**src/sv/assert_macros.svh**
```systemverilog
// ---------------------------------------------------------------------------
// Assertion macros
// Shared concurrent check wrappers; define NO_ASSERTIONS to compile them out.
// ---------------------------------------------------------------------------
`ifndef ASSERT_MACROS_SVH
`define ASSERT_MACROS_SVH

`ifndef NO_ASSERTIONS
`define ASSERT_AT(lbl, clk_s, rstn_s, prop) \
  lbl: assert property (@(posedge clk_s) disable iff (!rstn_s) prop) \
    else $error("%m: check failed");
`define ASSERT_NEVER(lbl, clk_s, rstn_s, cond) \
  `ASSERT_AT(lbl, clk_s, rstn_s, !(cond))
`else
`define ASSERT_AT(lbl, clk_s, rstn_s, prop)
`define ASSERT_NEVER(lbl, clk_s, rstn_s, cond)
`endif

`endif

```
**src/sv/bis_pkg.sv**
```systemverilog
// ---------------------------------------------------------------------------
// Bilinear scaler package
// Widths, reset values, codes and payload types of the scaler pipeline.
// ---------------------------------------------------------------------------
package bis_pkg;

  localparam int MAX_ROWS_DEF = 256;
  localparam int MAX_COLS_DEF = 256;

  localparam int COORD_W     = 16;
  localparam int PIX_W       = 8;
  localparam int DIM_W       = 9;
  localparam int SCALE_W     = 24;
  localparam int FRAC_W      = 16;
  localparam int POS_W       = COORD_W + SCALE_W;
  localparam int WGT_W       = FRAC_W + 1;
  localparam int HBLEND_W    = PIX_W + FRAC_W;
  localparam int VBLEND_W    = WGT_W + HBLEND_W;
  localparam int DIM_EXT_W   = 13;
  localparam int CFG_IDX_W   = 2;
  localparam int IN_TDATA_W  = 2 * COORD_W + PIX_W;
  localparam int OUT_TDATA_W = PIX_W;

  localparam logic [DIM_W-1:0]   ROWS_RST  = 9'd256;
  localparam logic [DIM_W-1:0]   COLS_RST  = 9'd256;
  localparam logic [SCALE_W-1:0] SCALE_RST = 24'd65536;
  localparam logic [WGT_W-1:0]   WGT_ONE   = 17'h10000;

  typedef enum logic [CFG_IDX_W-1:0] {
    CFG_IMAGE_ROWS = 2'd0,
    CFG_IMAGE_COLS = 2'd1,
    CFG_INV_SCALE  = 2'd2
  } cfg_idx_t;

  typedef enum logic {
    KIND_LOAD    = 1'b0,
    KIND_REQUEST = 1'b1
  } kind_t;

  typedef struct packed {
    logic [FRAC_W-1:0] fr;
    logic [FRAC_W-1:0] fc;
  } frac_t;

  typedef struct packed {
    logic [PIX_W-1:0] p00;
    logic [PIX_W-1:0] p01;
    logic [PIX_W-1:0] p10;
    logic [PIX_W-1:0] p11;
  } quad_t;

endpackage

```
**src/sv/bis_map.sv**
```systemverilog
// ---------------------------------------------------------------------------
// Bilinear scaler coordinate map
// Scales a request's coordinate and clamps its neighbour rows and columns; loads pass through.
// ---------------------------------------------------------------------------
`include "assert_macros.svh"

module bis_map #(
  parameter int MAX_ROWS = bis_pkg::MAX_ROWS_DEF,
  parameter int MAX_COLS = bis_pkg::MAX_COLS_DEF
) (
  input  logic                                 clk,
  input  logic                                 rst_n,
  input  logic                                 in_valid,
  output logic                                 in_ready,
  input  bis_pkg::kind_t                       in_kind,
  input  logic [bis_pkg::COORD_W-1:0]          in_row,
  input  logic [bis_pkg::COORD_W-1:0]          in_col,
  input  logic [bis_pkg::PIX_W-1:0]            in_pix,
  input  logic [bis_pkg::SCALE_W-1:0]          inv_scale,
  input  logic [$clog2(MAX_ROWS)-1:0]          last_row,
  input  logic [$clog2(MAX_COLS)-1:0]          last_col,
  input  logic                                 s3_ready,
  output logic                                 s2_valid,
  output bis_pkg::kind_t                       s2_kind,
  output logic                                 s2_wr_ok,
  output logic [$clog2(MAX_ROWS)-1:0]          s2_r0,
  output logic [$clog2(MAX_ROWS)-1:0]          s2_r1,
  output logic [$clog2(MAX_COLS)-1:0]          s2_c0,
  output logic [$clog2(MAX_COLS)-1:0]          s2_c1,
  output bis_pkg::frac_t                       s2_frac,
  output logic [bis_pkg::PIX_W-1:0]            s2_pix
);
  import bis_pkg::*;

  localparam int RIDX_W  = $clog2(MAX_ROWS);
  localparam int CIDX_W  = $clog2(MAX_COLS);
  localparam int IPART_W = POS_W - FRAC_W;

  logic                 v1_r, v2_r;
  logic                 en1, en2;
  kind_t                kind1_r, kind2_r;
  logic [COORD_W-1:0]   row1_r, col1_r;
  logic [PIX_W-1:0]     pix1_r, pix2_r;
  logic [POS_W-1:0]     pr1_r, pc1_r;

  logic [IPART_W:0]     ir_ext, ic_ext, ir_inc, ic_inc, lr_ext, lc_ext;
  logic [RIDX_W-1:0]    r0_nxt, r1_nxt, r0_r, r1_r;
  logic [CIDX_W-1:0]    c0_nxt, c1_nxt, c0_r, c1_r;
  logic                 wr_ok_nxt, wr_ok_r;
  frac_t                frac_nxt, frac_r;

  assign en2      = !v2_r || s3_ready;
  assign en1      = !v1_r || en2;
  assign in_ready = en1;

  always_ff @(posedge clk) begin
    if (!rst_n) begin
      v1_r <= 1'b0;
      v2_r <= 1'b0;
    end else begin
      if (en1) v1_r <= in_valid;
      if (en2) v2_r <= v1_r;
    end
  end

  always_ff @(posedge clk) begin
    if (en1) begin
      kind1_r <= in_kind;
      row1_r  <= in_row;
      col1_r  <= in_col;
      pix1_r  <= in_pix;
      pr1_r   <= POS_W'(in_row) * POS_W'(inv_scale);
      pc1_r   <= POS_W'(in_col) * POS_W'(inv_scale);
    end
  end

  always_comb begin
    ir_ext    = {1'b0, pr1_r[POS_W-1:FRAC_W]};
    ic_ext    = {1'b0, pc1_r[POS_W-1:FRAC_W]};
    ir_inc    = ir_ext + 1'b1;
    ic_inc    = ic_ext + 1'b1;
    lr_ext    = (IPART_W+1)'(last_row);
    lc_ext    = (IPART_W+1)'(last_col);
    wr_ok_nxt = (row1_r < COORD_W'(MAX_ROWS)) && (col1_r < COORD_W'(MAX_COLS));
    frac_nxt.fr = pr1_r[FRAC_W-1:0];
    frac_nxt.fc = pc1_r[FRAC_W-1:0];
    if (kind1_r == KIND_REQUEST) begin
      r0_nxt = (ir_ext < lr_ext) ? ir_ext[RIDX_W-1:0] : last_row;
      r1_nxt = (ir_inc < lr_ext) ? ir_inc[RIDX_W-1:0] : last_row;
      c0_nxt = (ic_ext < lc_ext) ? ic_ext[CIDX_W-1:0] : last_col;
      c1_nxt = (ic_inc < lc_ext) ? ic_inc[CIDX_W-1:0] : last_col;
    end else begin
      r0_nxt = row1_r[RIDX_W-1:0];
      r1_nxt = row1_r[RIDX_W-1:0];
      c0_nxt = col1_r[CIDX_W-1:0];
      c1_nxt = col1_r[CIDX_W-1:0];
    end
  end

  always_ff @(posedge clk) begin
    if (en2) begin
      kind2_r <= kind1_r;
      pix2_r  <= pix1_r;
      wr_ok_r <= wr_ok_nxt;
      frac_r  <= frac_nxt;
      r0_r    <= r0_nxt;
      r1_r    <= r1_nxt;
      c0_r    <= c0_nxt;
      c1_r    <= c1_nxt;
    end
  end

  assign s2_valid = v2_r;
  assign s2_kind  = kind2_r;
  assign s2_wr_ok = wr_ok_r;
  assign s2_r0    = r0_r;
  assign s2_r1    = r1_r;
  assign s2_c0    = c0_r;
  assign s2_c1    = c1_r;
  assign s2_frac  = frac_r;
  assign s2_pix   = pix2_r;

  `ASSERT_AT(a_row_pair, clk, rst_n, (v2_r && kind2_r == KIND_REQUEST) |-> (r0_r <= last_row && r1_r <= last_row && (r1_r == r0_r || r1_r == r0_r + 1'b1)))
  `ASSERT_AT(a_col_pair, clk, rst_n, (v2_r && kind2_r == KIND_REQUEST) |-> (c0_r <= last_col && c1_r <= last_col && (c1_r == c0_r || c1_r == c0_r + 1'b1)))

endmodule

```
**config.mk**
```make
export PLATFORM = sky130hd
export DESIGN_NAME = bis_map
export DESIGN_NICKNAME = d
export VERILOG_FILES = /design/src/sv/bis_pkg.sv /design/src/sv/bis_map.sv
export VERILOG_INCLUDE_DIRS = /design/src /design/src/sv
export SDC_FILE = /design/constraint.sdc
export NUM_CORES = 2
export LEC_CHECK = 0
export ABC_AREA = 1
export BUFFER_PORTS_ARGS = -buffer_cell sky130_fd_sc_hd__clkbuf_2
export CAP_MARGIN = 20
export CORE_MARGIN = 3
export CORE_UTILIZATION = 50
export CTS_CLUSTER_SIZE = 10
export DETAILED_ROUTE_END_ITERATION = 8
export PLACE_DENSITY_LB_ADDON = 0.15
export REMOVE_ABC_BUFFERS = 1
export SLEW_MARGIN = 40
export SYNTH_ARGS = -nofsm -noshare
export SYNTH_HDL_FRONTEND = slang
export SYNTH_SLANG_ARGS = --single-unit
```
**constraint.sdc**
```tcl
create_clock -name clk -period 12.4 [get_ports clk]
set_input_delay 1.24 -clock clk [delete_from_list [all_inputs] [get_ports clk]]
set_output_delay 1.24 -clock clk [all_outputs]
set_load 0.02 [all_outputs]
```
==> metrics <==
run status finished, final reports clean; Layout Nets 5273; critical-path maximum fanout 25; Post-synth EDFFs 195; cell area after synthesis 0.03481 mm^2; gpl congestion 0.9156; Max Root-Sink Buffers 2; max-cap viol count 0; hpwl dp 65980 um; global-route track usage on met3 0.03100; Distinct cells, synth 42; Routed WL per cell 16.16 um; setup TNS 0 ps; Critical Path AT 7230 ps; register area share after synthesis 0.1694; Slew Limit Fails 0; Area Overhead vs Synth 6.466%; Worst setup SP type input pin; actual slew at the worst max-slew pin 855.5 ps; Synthesis Warnings 0; most frequent cells after synthesis 1188 x inv_1, 1164 x nand2_1, 612 x fa_1; final hold violation count 0; Post-CTS Setup Bufs 0; skew final 14.13 ps; CTS root buf clkbuf_16; Final setup violation count 0; CTS resizes 0; Initial Utilization 0.5058; FP Rows 96; core box area 0.06883 mm^2; residual DRC count 0; CTS tree yes; Die Area 0.07283 mm^2; hold endpoint s2_pix[3]; Starting DRT DRC Count 1899; CP Data Required Time 12650 ps; Worst-path clk slew 90 ps; synthesized instance count 4264; RSZ-0062 raised after global routing no; mean post-synth cell area 8.164 um^2; antenna-violating nets left 0; max_slew headroom 0.4296; die width 269.9 um; H-tree levels 4; GRT Total Usage 0.2438; worst r2r src pc1_r[16]; most frequent cell after synthesis inv_1; critical path endpoint category flop; M2 GR Usage 0.3960; Hold Crit Start pix1_r[3]; post-synth top area cell fa_1; Setup Crit Path Kind in -> reg; pin count of the biggest net entering global routing 76; clk sinks 197; routed vias 26683; post-synth top area share 0.3519; first-pass GRT wire length 142500 um; top cells by area, synth fa_1 35%, edfxtp_1 17%, inv_1 13%; GR Layer Usage met1 0.3502; FFs w/ async S/R, synth 0; share of cells above drive strength 1 0.06159; Port Buffers 160; Pre-Repair DR Iteration Count 8; post-route clock period utilization 0.5627; Yosys reg bits 197; Num CTS Buffers 17; cts hold-fix bufs 0; Die Height 269.9 um; WHS Path Cells 0; n_diodes 0; reg2reg end s2_c1[4]; R2R Setup Slk 9360 ps; Fmax 143.3 MHz; gr ovfl total 0; worst reg2reg path depth 12; clk_lat worst skew 500 ps; post-DR vias/cell 5.067; HP Class reg -> reg; # IOs 161; grt peak-use layer met2; final critical path time including I/O delays and setup 6978 ps; final wirelength 85100 um; initial antenna violation count 3; Most used DFF post-synth edfxtp_1; number of global-route vias before repair 27519
==> cell usage in the layout, fill, tap and decap left out, types with 4 or more instances in the layout <==
cell type,instances
nand3_4,4
buf_4,22
edfxtp_1,195
nand3b_1,6
clkbuf_16,17
nor2_8,4
nand2_1,1163
nand3_1,103
nand2_2,11
clkbuf_4,4
a21boi_0,6
a21o_1,13
clkbuf_2,152
nor2_2,10
inv_1,1187
buf_2,4
nor2_1,163
a21oi_1,102
o21bai_1,6
xnor2_1,18
nand4_1,49
nor2_4,11
xor2_1,71
a31oi_1,8
nor4_1,12
ha_1,254
a211oi_1,6
clkinv_8,7
o21ai_0,59
nor3_1,22
fa_1,612
==> sequential cells by signal (all words and copies together), names as in the netlist, 16 cells and up <==
signal   cells
pc1_r       40
pr1_r       40
s2_frac     32
col1_r      16
row1_r      16
==> how the worst max path moves through the flow <==
| stage | cells past startpoint | from | to |
|---|---|---|---|
| 6_report | 21 | in_col[1] | pc1_r[35] |
| 5_1_grt | 21 | inv_scale[7] | pc1_r[35] |
| 4_1_cts | 21 | inv_scale[11] | pr1_r[35] |
| 3_5_place_dp | 21 | inv_scale[11] | pr1_r[35] |
| 3_3_place_gp | 21 | inv_scale[7] | pr1_r[35] |
| 2_1_floorplan | 20 | in_col[1] | pc1_r[35] |
==> critical path, stage by stage <==
cell      delay, ps
clkbuf_2        590
nand2_1         180
fa_1            560
inv_1            50
fa_1            520
inv_1            50
fa_1            490
inv_1            60
fa_1            490
fa_1            490
inv_1            50
fa_1            470
inv_1            40
ha_1            300
nand2_1         130
nor4_1          400
a21oi_1         190
o21ai_0         510
nand4_1         210
nand3_1         120
nand2_1          50
==> area by class of cell <==
| class | count | area [um^2] |
|---|---|---|
| Sequential cell | 197 | 5896 |
| Tap cell | 931 | 1165 |
| Fill cell | 6666 | 31760 |
| Clock inverter | 15 | 220.2 |
| Inverter | 1191 | 4471 |
| Timing Repair Buffer | 182 | 975.9 |
| Clock buffer | 17 | 425.4 |
| Multi-Input combinational cell | 2733 | 23910 |
==> cells by family (layout without fill, tap and decap cells) <==
logic type / after synthesis / count (layout) / share of synthesized area
xor gates and xnor gates: 89 / 89 / 0.02239
buffers and inverters: 1334 / 1405 / 0.1446
AOI/OAI and AO/OA: 210 / 210 / 0.03332
and+or+nand+nor: 1568 / 1568 / 0.1871
adders and majority gates: 866 / 866 / 0.4432
DFF: 197 / 197 / 0.1694
==> metal layers <==
| metal | up-vias | wire [um] |
|---|---|---|
| met1 | 13269 | 39070 |
| li1 | 12599 | - |
| met4 | 0 | 1604 |
| met5 | - | 0 |
| met3 | 81 | 4919 |
| met2 | 734 | 39500 |
==> per-stage QoR <==
step / std cells / util / worst slack (ps) / cell area (um^2) / hold WS [ps]
finish: 5266 / 0.5385 / 5422 / 37060 / 416.8
global route: 5266 / 0.5385 / 5148 / 37060 / 421.3
CTS: 5266 / 0.5385 / 5476 / 37060 / 417.4
detailed placement: 5234 / 0.5291 / 4912 / 36420 / 404.5
global placement: 5234 / 0.5289 / 4945 / 36400 / 400.4
floorplan: 4121 / - / 6226 / 34250 / 400.3
Power is left out: the tool's default activity adds up to more than one toggle a clock period on the data nets, which glitch-free logic cannot reach.
